<file path="config.mk">
export PLATFORM = sky130hd
export DESIGN_NAME = time_of_day_switch_scheduler
export DESIGN_NICKNAME = d
export VERILOG_FILES = /design/src/tdss_pkg.sv /design/src/time_of_day_switch_scheduler.sv /design/src/tdss_slot_store.sv /design/src/tdss_interval_cmp.sv
export SDC_FILE = /design/constraint.sdc
export NUM_CORES = 1
export LEC_CHECK = 0
export CELL_PAD_IN_SITES_DETAIL_PLACEMENT = 0
export CELL_PAD_IN_SITES_GLOBAL_PLACEMENT = 1
export CORE_MARGIN = 10
export CORE_UTILIZATION = 45
export CTS_CLUSTER_SIZE = 16
export DETAILED_ROUTE_END_ITERATION = 7
export DONT_BUFFER_PORTS = 1
export HOLD_SLACK_MARGIN = 0.1
export PLACE_DENSITY = 0.71
export SYNTH_ARGS = -nofsm -noshare
export SYNTH_HDL_FRONTEND = slang
export SYNTH_HIERARCHICAL = 1
export SYNTH_SLANG_ARGS = --single-unit
</file>
<file path="constraint.sdc">
create_clock -name clk -period 5.3 [get_ports clk]
set_clock_uncertainty 0.15 [all_clocks]
set_input_delay 1.06 -clock clk [delete_from_list [all_inputs] [get_ports clk]]
set_output_delay 1.06 -clock clk [all_outputs]
set_load 0.01 [all_outputs]
</file>
<file path="src/tdss_pkg.sv">
// Shared constants, codes and types for the time-of-day switch scheduler.
package tdss_pkg;

  localparam int SLOTS_DEFAULT = 5;
  localparam int SLOT_W        = 3;
  localparam int HOUR_W        = 5;
  localparam int MIN_W         = 6;
  localparam int SEC_W         = 6;
  localparam int TIME_W        = HOUR_W + MIN_W + SEC_W;

  localparam logic [HOUR_W-1:0] HOURS_PER_DAY      = HOUR_W'(24);
  localparam logic [MIN_W-1:0]  MINUTES_PER_HOUR   = MIN_W'(60);
  localparam logic [SEC_W-1:0]  SECONDS_PER_MINUTE = SEC_W'(60);

  localparam logic [2:0] ACT_TICK   = 3'd0;
  localparam logic [2:0] ACT_POWER  = 3'd1;
  localparam logic [2:0] ACT_START  = 3'd2;
  localparam logic [2:0] ACT_STOP   = 3'd3;
  localparam logic [2:0] ACT_REMOVE = 3'd4;

  localparam logic [1:0] STATUS_OK      = 2'd0;
  localparam logic [1:0] STATUS_INVALID = 2'd1;
  localparam logic [1:0] STATUS_FULL    = 2'd2;

  // Write request into the slot tables.
  typedef struct packed {
    logic              wr_start;
    logic              wr_stop;
    logic              clr;
    logic [SLOT_W-1:0] idx;
    logic [TIME_W-1:0] tval;
  } tdss_wr_t;

endpackage

</file>
<file path="src/time_of_day_switch_scheduler.sv">
// Top level of the time-of-day switch scheduler: sequencer, state and result register.
//
//   Channel | Dir | Handshake         | Payload
//   --------+-----+-------------------+----------------------------------------------
//   s       | in  | s_tvalid/s_tready | action, hour, minute, second, power_value, slot_index
//   m       | out | m_tvalid/m_tready | power_on, switched, status, active_slot
//
// A request passes through the execute and done steps before s_tready returns:
// most actions leave execute directly, while a tick while off tests the slots
// in turn through the single interval compare unit.
// rst is synchronous: tables empty, output off, no owning slot.
// The result sits in an output register; a stalled m side holds the sequencer
// in its final step, and a new request is taken while an old result waits.
module time_of_day_switch_scheduler import tdss_pkg::*; #(
  parameter int SLOTS = SLOTS_DEFAULT
) (
  input  logic        clk,
  input  logic        rst,
  input  logic        s_tvalid,
  output logic        s_tready,
  // [2:0] action, [7:3] hour, [13:8] minute, [19:14] second,
  // [20] power_value, [23:21] slot_index
  input  logic [23:0] s_tdata,
  output logic        m_tvalid,
  input  logic        m_tready,
  // [0] power_on, [1] switched, [3:2] status, [6:4] active_slot, [7] zero
  output logic [7:0]  m_tdata
);

  localparam logic [SLOT_W-1:0] NO_SLOT   = SLOT_W'(SLOTS);
  localparam logic [SLOT_W-1:0] LAST_SLOT = SLOT_W'(SLOTS - 1);

  typedef enum logic [2:0] {
    ST_IDLE = 3'b001,
    ST_EXEC = 3'b010,
    ST_DONE = 3'b100
  } state_t;

  state_t state;

  // Latched request.
  logic [2:0]        act;
  logic [TIME_W-1:0] tnow;
  logic              pval;
  logic [SLOT_W-1:0] sidx;

  // Switch state and per-request bookkeeping.
  logic              output_on;
  logic              was_on;
  logic [SLOT_W-1:0] owning_slot;
  logic [SLOT_W-1:0] scan;
  logic [1:0]        status;

  // Slot table access.
  tdss_wr_t          wr;
  logic [TIME_W-1:0] rd_start;
  logic [TIME_W-1:0] rd_stop;
  logic              rd_start_valid;
  logic              rd_stop_valid;
  logic [SLOTS-1:0]  start_valid;
  logic [SLOTS-1:0]  stop_valid;
  logic              in_range;

  logic              bad_time;
  logic [SLOTS-1:0]  sel_valid;
  logic              free_found;
  logic [SLOT_W-1:0] free_idx;
  logic              hit;

  tdss_slot_store #(.SLOTS(SLOTS)) u_store (
    .clk            (clk),
    .rst            (rst),
    .wr             (wr),
    .rd_idx         (scan),
    .rd_start       (rd_start),
    .rd_stop        (rd_stop),
    .rd_start_valid (rd_start_valid),
    .rd_stop_valid  (rd_stop_valid),
    .start_valid    (start_valid),
    .stop_valid     (stop_valid)
  );

  tdss_interval_cmp u_cmp (
    .start_t  (rd_start),
    .stop_t   (rd_stop),
    .now_t    (tnow),
    .in_range (in_range)
  );

  // Reject hours, minutes or seconds beyond a day's clock.
  assign bad_time = (tnow[TIME_W-1 -: HOUR_W] >= HOURS_PER_DAY) ||
                    (tnow[SEC_W +: MIN_W] >= MINUTES_PER_HOUR) ||
                    (tnow[SEC_W-1:0] >= SECONDS_PER_MINUTE);

  // Find the first free entry of the addressed table.
  assign sel_valid = (act == ACT_START) ? start_valid : stop_valid;

  always_comb begin
    free_found = 1'b0;
    free_idx   = '0;
    for (int j = SLOTS - 1; j >= 0; j--) begin
      if (!sel_valid[j]) begin
        free_found = 1'b1;
        free_idx   = SLOT_W'(j);
      end
    end
  end

  assign hit = rd_start_valid && rd_stop_valid && in_range;

  // Table writes happen in the execute step of an add or remove.
  always_comb begin
    wr          = '0;
    wr.tval     = tnow;
    wr.idx      = free_idx;
    if (state == ST_EXEC) begin
      if (act == ACT_START && !bad_time && free_found) begin
        wr.wr_start = 1'b1;
      end
      if (act == ACT_STOP && !bad_time && free_found) begin
        wr.wr_stop = 1'b1;
      end
      if (act == ACT_REMOVE && sidx < NO_SLOT) begin
        wr.clr = 1'b1;
        wr.idx = sidx;
      end
    end
  end

  assign s_tready = (state == ST_IDLE);

  always_ff @(posedge clk) begin
    if (rst) begin
      state       <= ST_IDLE;
      output_on   <= 1'b0;
      owning_slot <= NO_SLOT;
      scan        <= '0;
      m_tvalid    <= 1'b0;
    end else begin
      // Raise valid when a result lands, drop it once taken.
      if (state == ST_DONE && (!m_tvalid || m_tready)) begin
        m_tvalid <= 1'b1;
      end else if (m_tvalid && m_tready) begin
        m_tvalid <= 1'b0;
      end
      case (state)
        ST_IDLE: begin
          if (s_tvalid) begin
            act    <= s_tdata[2:0];
            tnow   <= {s_tdata[7:3], s_tdata[13:8], s_tdata[19:14]};
            pval   <= s_tdata[20];
            sidx   <= s_tdata[23:21];
            was_on <= output_on;
            status <= STATUS_OK;
            // While on, the only slot worth testing is the owner.
            scan   <= output_on ? owning_slot : '0;
            state  <= ST_EXEC;
          end
        end
        ST_EXEC: begin
          case (act)
            ACT_TICK: begin
              if (!output_on) begin
                if (hit) begin
                  output_on   <= 1'b1;
                  owning_slot <= scan;
                  state       <= ST_DONE;
                end else if (scan == LAST_SLOT) begin
                  state <= ST_DONE;
                end else begin
                  scan <= scan + SLOT_W'(1);
                end
              end else begin
                // Drop the on state once the owner's interval ends.
                if (owning_slot != NO_SLOT && !in_range) begin
                  output_on   <= 1'b0;
                  owning_slot <= NO_SLOT;
                end
                state <= ST_DONE;
              end
            end
            ACT_POWER: begin
              output_on   <= pval;
              owning_slot <= NO_SLOT;
              state       <= ST_DONE;
            end
            ACT_START, ACT_STOP: begin
              if (bad_time) begin
                status <= STATUS_INVALID;
              end else if (!free_found) begin
                status <= STATUS_FULL;
              end
              state <= ST_DONE;
            end
            default: begin
              state <= ST_DONE;
            end
          endcase
        end
        ST_DONE: begin
          // Hold until the output register is free.
          if (!m_tvalid || m_tready) begin
            m_tdata  <= {1'b0, owning_slot, status, output_on != was_on, output_on};
            state    <= ST_IDLE;
          end
        end
        default: begin
          state <= ST_IDLE;
        end
      endcase
    end
  end

endmodule

</file>
<file path="src/tdss_slot_store.sv">
// Start and stop slot tables with their valid bits.
module tdss_slot_store import tdss_pkg::*; #(
  parameter int SLOTS = SLOTS_DEFAULT
) (
  input  logic              clk,
  input  logic              rst,
  input  tdss_wr_t          wr,
  input  logic [SLOT_W-1:0] rd_idx,
  output logic [TIME_W-1:0] rd_start,
  output logic [TIME_W-1:0] rd_stop,
  output logic              rd_start_valid,
  output logic              rd_stop_valid,
  output logic [SLOTS-1:0]  start_valid,
  output logic [SLOTS-1:0]  stop_valid
);

  localparam int IDX_W = (SLOTS > 1) ? $clog2(SLOTS) : 1;

  logic [TIME_W-1:0] start_tbl [SLOTS];
  logic [TIME_W-1:0] stop_tbl  [SLOTS];

  always_ff @(posedge clk) begin
    if (wr.wr_start) begin
      start_tbl[wr.idx[IDX_W-1:0]] <= wr.tval;
    end
    if (wr.wr_stop) begin
      stop_tbl[wr.idx[IDX_W-1:0]] <= wr.tval;
    end
  end

  always_ff @(posedge clk) begin
    if (rst) begin
      start_valid <= '0;
      stop_valid  <= '0;
    end else begin
      if (wr.wr_start) begin
        start_valid[wr.idx[IDX_W-1:0]] <= 1'b1;
      end
      if (wr.wr_stop) begin
        stop_valid[wr.idx[IDX_W-1:0]] <= 1'b1;
      end
      if (wr.clr) begin
        start_valid[wr.idx[IDX_W-1:0]] <= 1'b0;
        stop_valid[wr.idx[IDX_W-1:0]]  <= 1'b0;
      end
    end
  end

  assign rd_start       = start_tbl[rd_idx[IDX_W-1:0]];
  assign rd_stop        = stop_tbl[rd_idx[IDX_W-1:0]];
  assign rd_start_valid = start_valid[rd_idx[IDX_W-1:0]];
  assign rd_stop_valid  = stop_valid[rd_idx[IDX_W-1:0]];

endmodule

</file>
<file path="src/tdss_interval_cmp.sv">
// Shared interval test: is now strictly inside start..stop, wrapping past midnight.
module tdss_interval_cmp import tdss_pkg::*; (
  input  logic [TIME_W-1:0] start_t,
  input  logic [TIME_W-1:0] stop_t,
  input  logic [TIME_W-1:0] now_t,
  output logic              in_range
);

  logic start_lt_stop;
  logic after_start;
  logic before_stop;

  assign start_lt_stop = start_t < stop_t;
  assign after_start   = now_t > start_t;
  assign before_stop   = now_t < stop_t;

  // Plain interval needs both bounds; a wrapped one needs either.
  assign in_range = start_lt_stop ? (after_start && before_stop)
                                  : (after_start || before_stop);

endmodule

</file>
==> results.toml, run 1 <==
[status]
outcome = "completed"

[logic_synthesis]
netlist_area_um2 = 10200
synthTopCellsByCount = "edfxtp_1, inv_1, ha_1"
synth_seq_area_share_pct = 64.5
synth.area.top_cells = "edfxtp_1, ha_1, dfxtp_1"
synth-edff-count = 204
yosysMostFrequentCell = "edfxtp_1"
syn_nets = 798
synth_largest_area_cell = "edfxtp_1"
synth.distinct_cells = 64
synthCells = 719
ys_ff_latch = 225
synth_warnings = 6
synth_top_area_share_pct = 60.3
avgSynthCellArea_um2 = 14.1
synthArstFlopShare_pct = 0
synth-main-ff-cell = "edfxtp_1"

[clock_network]
clk_path_buf_depth = 3
htreeDepth = 1
clockRootBuffer = "clkbuf_16"
hold_buffers = 0
path_clk_slew_ns = 0.06
postCtsSetupBuffers = 0
clk_latency_ns = 0.51
cts_resized = 0
clock-sinks = 225
tritoncts = "done"
numCtsBuffers = 25

[detailed_routing]
dr_wl_met2_mm = 10.3
postRouteAntennaNets = 0
met3_length_um = 996
drt_first_pass_iters = 4
wl_met1_mm = 10.2
vias = 5844
routed_wl_mm = 22.0
drt-initial-drc-count = 557
maxUsedRoutingLayer = "met4"
wire_per_inst_um = 21.4
drc = 0
vias_per_cell = 5.70

[setup_path]
critPathCaptureType = "flop"
critPathBufInv = 1
cp_max_fo = 72
cp-start-kind = "flop"
regToRegSetupSlack_ns = 0.91
cp_common_cell = "a21o_1"
path_class = "reg -> reg"
cp.required_ns = 5.59
cp-startpoint = "scan[0]$_SDFFE_PP0P_"
cpMaxStageDelayCell = "dfxtp_4"
worstPathArrival_ns = 4.68
slowest_delay_ns = 0.90
r2r_cells = 14
r2r-start = "scan[0]$_SDFFE_PP0P_"
crit_chain = "buf_4 -> mux2i_1 -> a221oi_1 -> ha_1 -> a21o_1 -> a21o_1 -> a211oi_1 -> or4_1 -> o211ai_1 -> maj3_2 -> a31oi_2 -> nand2_2 -> o32a_1 -> a21oi_1"
reg2reg_to = "scan[0]$_SDFFE_PP0P_"
crit_family = "compound AO/OA/AOI/OAI gates"

[die]
num_rows = 54
die_area_um2 = 29000
start_util_pct = 46.1
die_width_um = 170
die_height_um = 170
core_um2 = 22000
ios = 38

[worst_hold_path]
min_path_type = "reg -> reg"
min_to = "m_tdata[3]$_DFFE_PP_"
hp-start = "status[1]$_SDFFCE_PN0P_"
hold-path-cell-count = 0

[finish]
fin_util_pct = 50.6
finalNonFillerCells = 1026
drive_gt1_share_pct = 9.25
layout.nets = 808
multi_input_area_um2 = 3110
area.growth.synth_to_final_pct = 9.86
nFillCells = 1887
final_area_um2 = 11200
seqCellArea_um2 = 6550
antenna_cells = 0

[sta]
worstMarginPinSlew_ns = 1.32
fin_crit_ns = 4.39
grt_setup_unrepaired = "no"
finalCritPeriodShare_pct = 82.8
final_hold_viol_count = 0
setup-tns-final_ns = 0
relSlewSlack_pct = 11.7
final-max-slew-violation-count = 0
fmax_mhz = 228
setup_viol = 0

[placement]
gp_congestion = 0.857
port-buffer-count = 0
dp_hpwl_mm = 13.7
dpl_cell_area_um2 = 10400
dpl.cell_count = 982

[grt]
antenna_found_initial = 0
track_usage_pct = 15.3
grt_pass1_vias = 6021
grt_start_max_net_pins = 73
grt_overflow = 0
grt_pass1_wl_mm = 34.6

[power_and_ir_drop]
powerDensity_nw_per_um2 = 332
ir_worst_vdd_mv = 0.211
power_leakage_uw = 0.00389

[flow_run]
cap_violations = 0
-- how the worst max path moves through the flow --
stage               slack (ns)                    to  cells past startpoint
finish                    0.91  scan[0]$_SDFFE_PP0P_                     14
global placement          1.00  scan[0]$_SDFFE_PP0P_                     14
floorplan                 1.76  scan[0]$_SDFFE_PP0P_                     16
detailed placement        0.90  scan[0]$_SDFFE_PP0P_                     14
global route              0.54  scan[0]$_SDFFE_PP0P_                     15
CTS                       0.87  scan[0]$_SDFFE_PP0P_                     14
-- registers in the layout, summed over array words and instances, names as in the netlist, 2 cells and up --
| name | cells |
|---|---|
| u_store/start_tbl | 85 |
| u_store/stop_tbl | 85 |
| tnow | 17 |
| m_tdata | 7 |
| u_store/start_valid | 5 |
| u_store/stop_valid | 5 |
| act | 3 |
| owning_slot | 3 |
| scan | 3 |
| sidx | 3 |
| state | 3 |
| status | 2 |
-- cells by family after synthesis --
group	count (synthesis)	share of synthesized area, %
buffers and inverters	110	5.02
muxes	41	4.10
and+or+nand+nor	125	7.53
other	1	0.0369
AOI/OAI and AO/OA	164	12.4
xor gates and xnor gates	1	0.0863
DFF	225	64.5
adders and majority gates	52	6.40
-- metrics by stage --
step	hold WS (ns)	total power [µW]	setup WS, ns
global placement	0.255	2170	1.00
detailed placement	0.269	2180	0.900
CTS	0.283	3740	0.865
finish	0.287	3700	0.913
global route	0.301	3840	0.542
floorplan	0.250	2130	1.76
-- where the power goes --
part	switching [µW]	internal, µW
Clock	656	907
Sequential	29.2	1940
Combinational	99.8	65.0
-- area by class of cell --
class,instances,share of cell area (%)
flip-flops and latches,225,58.7
clock buffers,29,5.74
clock inverters,15,0.897
repair buffers,14,0.942
multi-input cells,384,27.9
well taps,280,3.14
inverters,79,2.66
-- cells in the final DEF (no fill, tap or decap), types with 5 or more instances in the layout --
cell | Yosys | routed
mux2i_1 | 39 | 39
nand2b_1 | 5 | 5
clkinv_2 | 0 | 5
edfxtp_1 | 204 | 204
inv_1 | 79 | 79
a211oi_1 | 44 | 44
buf_4 | 9 | 14
dfxtp_1 | 21 | 20
a21oi_1 | 23 | 23
nand2_1 | 8 | 8
nor2b_1 | 35 | 35
ha_1 | 51 | 51
clkbuf_16 | 0 | 25
o21a_1 | 10 | 10
nand3_1 | 10 | 10
a21o_1 | 11 | 11
nor2_1 | 15 | 14
o21ai_0 | 8 | 8
nor3b_1 | 5 | 5
a221oi_1 | 33 | 33
and2_1 | 8 | 8
nand4_1 | 16 | 16
clkinv_1 | 0 | 6
-- metal layers --
| metal | GRT usage [%] | vias up |
|---|---|---|
| li1 | - | 2802 |
| met1 | 20.7 | 2883 |
| met2 | 25.0 | 118 |
| met3 | 2.50 | 41 |
| met4 | 4.16 | 0 |
| met5 | 0 | - |
(Power assumes the default switching activity.)
==> run 2, diff against run 1 <==
--- a/config.mk
+++ b/config.mk
@@ -5,6 +5,7 @@
 export SDC_FILE = /design/constraint.sdc
 export NUM_CORES = 1
 export LEC_CHECK = 0
+export ABC_AREA = 1
 export CELL_PAD_IN_SITES_DETAIL_PLACEMENT = 0
 export CELL_PAD_IN_SITES_GLOBAL_PLACEMENT = 1
 export CORE_MARGIN = 10
@@ -13,7 +14,7 @@
 export DETAILED_ROUTE_END_ITERATION = 7
 export DONT_BUFFER_PORTS = 1
 export HOLD_SLACK_MARGIN = 0.1
-export PLACE_DENSITY = 0.71
+export PLACE_DENSITY = 0.78
 export SYNTH_ARGS = -nofsm -noshare
 export SYNTH_HDL_FRONTEND = slang
 export SYNTH_HIERARCHICAL = 1
==> constraint.sdc (replaced) <==
create_clock -name clk -period 3.6 [get_ports clk]
set_clock_uncertainty 0.15 [all_clocks]
set_input_delay 0.72 -clock clk [delete_from_list [all_inputs] [get_ports clk]]
set_output_delay 0.72 -clock clk [all_outputs]
set_load 0.01 [all_outputs]
==> run 2 against run 1 <==
Register-to-register slack worse by 0.53 ns. First-iteration DRC count decreased by 0.90%. Worst setup slack got worse by 0.53 ns. Largest power group unchanged. Power rose by 66%.
==> results.toml, run 2 <==
[setup_path]
crit_family = "simple AND/OR/NAND/NOR gates"
regToRegSetupSlack_ns = 0.38
slowest_delay_ns = 0.37
r2r-start = "scan[0]$_SDFFE_PP0P_"
cp.required_ns = 3.87
critPathBufInv = 2
cp-start-kind = "flop"
cp_max_fo = 63
path_class = "reg -> reg"
worstPathArrival_ns = 3.49
cp_common_cell = "nand2_1"
reg2reg_to = "scan[0]$_SDFFE_PP0P_"
cpMaxStageDelayCell = "dfxtp_2"
r2r_cells = 27
critPathCaptureType = "flop"

[clock_network]
clock-sinks = 225
numCtsBuffers = 25
tritoncts = "done"
postCtsSetupBuffers = 0
htreeDepth = 1
path_clk_slew_ns = 0.06
clk_latency_ns = 0.53
clockRootBuffer = "clkbuf_16"
clk_path_buf_depth = 3

[logic_synthesis]
ys_ff_latch = 225
netlist_area_um2 = 11000
synth.area.top_cells = "edfxtp_1, nand2_1, inv_1"
yosysMostFrequentCell = "nand2_1"
synth_seq_area_share_pct = 59.3
synth_warnings = 6
synthCells = 1181
synth.distinct_cells = 38
synth_largest_area_cell = "edfxtp_1"
synthArstFlopShare_pct = 0
synth-main-ff-cell = "edfxtp_1"
avgSynthCellArea_um2 = 9.35
syn_nets = 1260
synth-edff-count = 204
synthTopCellsByCount = "nand2_1, inv_1, edfxtp_1"
synth_top_area_share_pct = 55.5

[finish]
antenna_cells = 0
final_common_cell = "nand2_1"
drive_gt1_share_pct = 7.65
final_cell_mix = "nand2_1, inv_1, edfxtp_1, nand3_1, ha_1"
layout.nets = 1278
area.growth.synth_to_final_pct = 11.2

[detailed_routing]
drt_first_pass_iters = 5
routed_wl_mm = 25.5
postRouteAntennaNets = 0
wire_per_inst_um = 16.6
vias_per_cell = 4.81
drc = 0
drt-initial-drc-count = 552
vias = 7415

[sta]
final-max-slew-violation-count = 0
relSlewSlack_pct = 39.2
fmax_mhz = 311
final_hold_viol_count = 0
grt_setup_unrepaired = "no"
finalCritPeriodShare_pct = 89.3
setup_viol = 0
worstMarginPinSlew_ns = 0.904
fin_crit_ns = 3.22
setup-tns-final_ns = 0

[status]
outcome = "completed"

[worst_hold_path]
min_path_type = "in -> reg"
min_to = "sidx[1]$_DFFE_PP_"
hold-path-cell-count = 0
hp-start = "s_tdata[22]"

[die]
num_rows = 57
start_util_pct = 45.6
die_width_um = 177
ios = 38
die_height_um = 177
die_area_um2 = 31200
core_um2 = 24200

[power_and_ir_drop]
p_sw_share_pct = 24.3
ir_worst_vdd_mv = 0.391
powerDensity_nw_per_um2 = 499
total_power_uw = 6130
intPower_uw = 4640
net-switching-power_uw = 1490
pwr-share-seq_pct = 47.6
power_leakage_uw = 0.00556
combinationalPowerShare_pct = 11.1
clkPwrFrac_pct = 41.3

[placement]
gp_congestion = 0.809
port-buffer-count = 0
dp_hpwl_mm = 15.4

[grt]
grt_pass1_wl_mm = 40.5
grt_overflow = 0
grt_pass1_vias = 7391
antenna_found_initial = 0
track_usage_pct = 16.4
grt_start_max_net_pins = 73

[flow_run]
cap_violations = 0
[run 2: cells by family (layout without fill, tap and decap cells)]
group           after synthesis  in the layout  synth area share (%)
compound gates               49             49                  2.57
simple gates                590            590                  22.1
buf+inv                     263            298                  10.1
flops                       225            225                  59.3
xor+xnor                      2              2                 0.159
other cells                   1              1                0.0339
fa+ha+maj                    51             51                  5.78
[run 2: worst max-delay path by stage]
stage | start | end | depth (start not counted) | slack (ns)
floorplan | scan[0]$_SDFFE_PP0P_ | scan[0]$_SDFFE_PP0P_ | 25 | 0.79
global placement | scan[0]$_SDFFE_PP0P_ | owning_slot[0]$_SDFFE_PP1P_ | 25 | 0.44
detailed placement | scan[0]$_SDFFE_PP0P_ | owning_slot[2]$_SDFFE_PP1P_ | 25 | 0.39
CTS | scan[0]$_SDFFE_PP0P_ | owning_slot[2]$_SDFFE_PP1P_ | 25 | 0.36
global route | scan[1]$_SDFFE_PP0P_ | owning_slot[2]$_SDFFE_PP1P_ | 24 | 0.005
finish | scan[0]$_SDFFE_PP0P_ | scan[0]$_SDFFE_PP0P_ | 27 | 0.38
[run 2: final cells by class]
cell class | count | area [µm²]
tap | 324 | 405
timing repair buffer | 22 | 243
clock buffer | 33 | 676
multi-input combinational | 693 | 3400
inverter | 232 | 871
fill | 2277 | 12000
clock inverter | 11 | 131
sequential | 225 | 6550
[run 2: power groups by stage]
stage / Clock, µW / Sequential (µW) / Combinational [µW]
after floorplan: 0 / 2950 / 523
after global placement: 0 / 2970 / 662
after detailed placement: 0 / 2970 / 669
after CTS: 2580 / 2920 / 676
after global routing: 2680 / 2920 / 808
final: 2530 / 2920 / 682
[run 2: repair_timing]
| item | in CTS | in global routing |
|---|---|---|
| setup endpoints to repair | 0 | 2 |
| hold buffers | 1 | 0 |
| gates resized for setup | 0 | 1 |
| endpoints found under the hold margin | 4 | 0 |
[run 2: per-layer routing]
| layer | wire [µm] | share of wire (%) | GRT usage, % |
|---|---|---|---|
| met5 | 0 | 0 | 0 |
| met4 | 622 | 2.4 | 5.04 |
| met3 | 1570 | 6.1 | 3.16 |
| met2 | 12000 | 47 | 27.4 |
| met1 | 11400 | 45 | 21.2 |
[run 2: per-stage QoR]
| stage | util [%] | cell area, µm² | std cells | worst slack (ns) | hold WS [ns] |
|---|---|---|---|---|---|
| 2_1_floorplan | - | 11000 | 1181 | 0.788 | 0.250 |
| 3_3_place_gp | 47.1 | 11400 | 1494 | 0.437 | 0.295 |
| 3_5_place_dp | 47.1 | 11400 | 1494 | 0.386 | 0.260 |
| 4_1_cts | 50.5 | 12200 | 1539 | 0.365 | 0.113 |
| 5_1_grt | 50.6 | 12300 | 1540 | 0.00502 | 0.113 |
| 6_report | 50.6 | 12300 | 1540 | 0.383 | 0.133 |
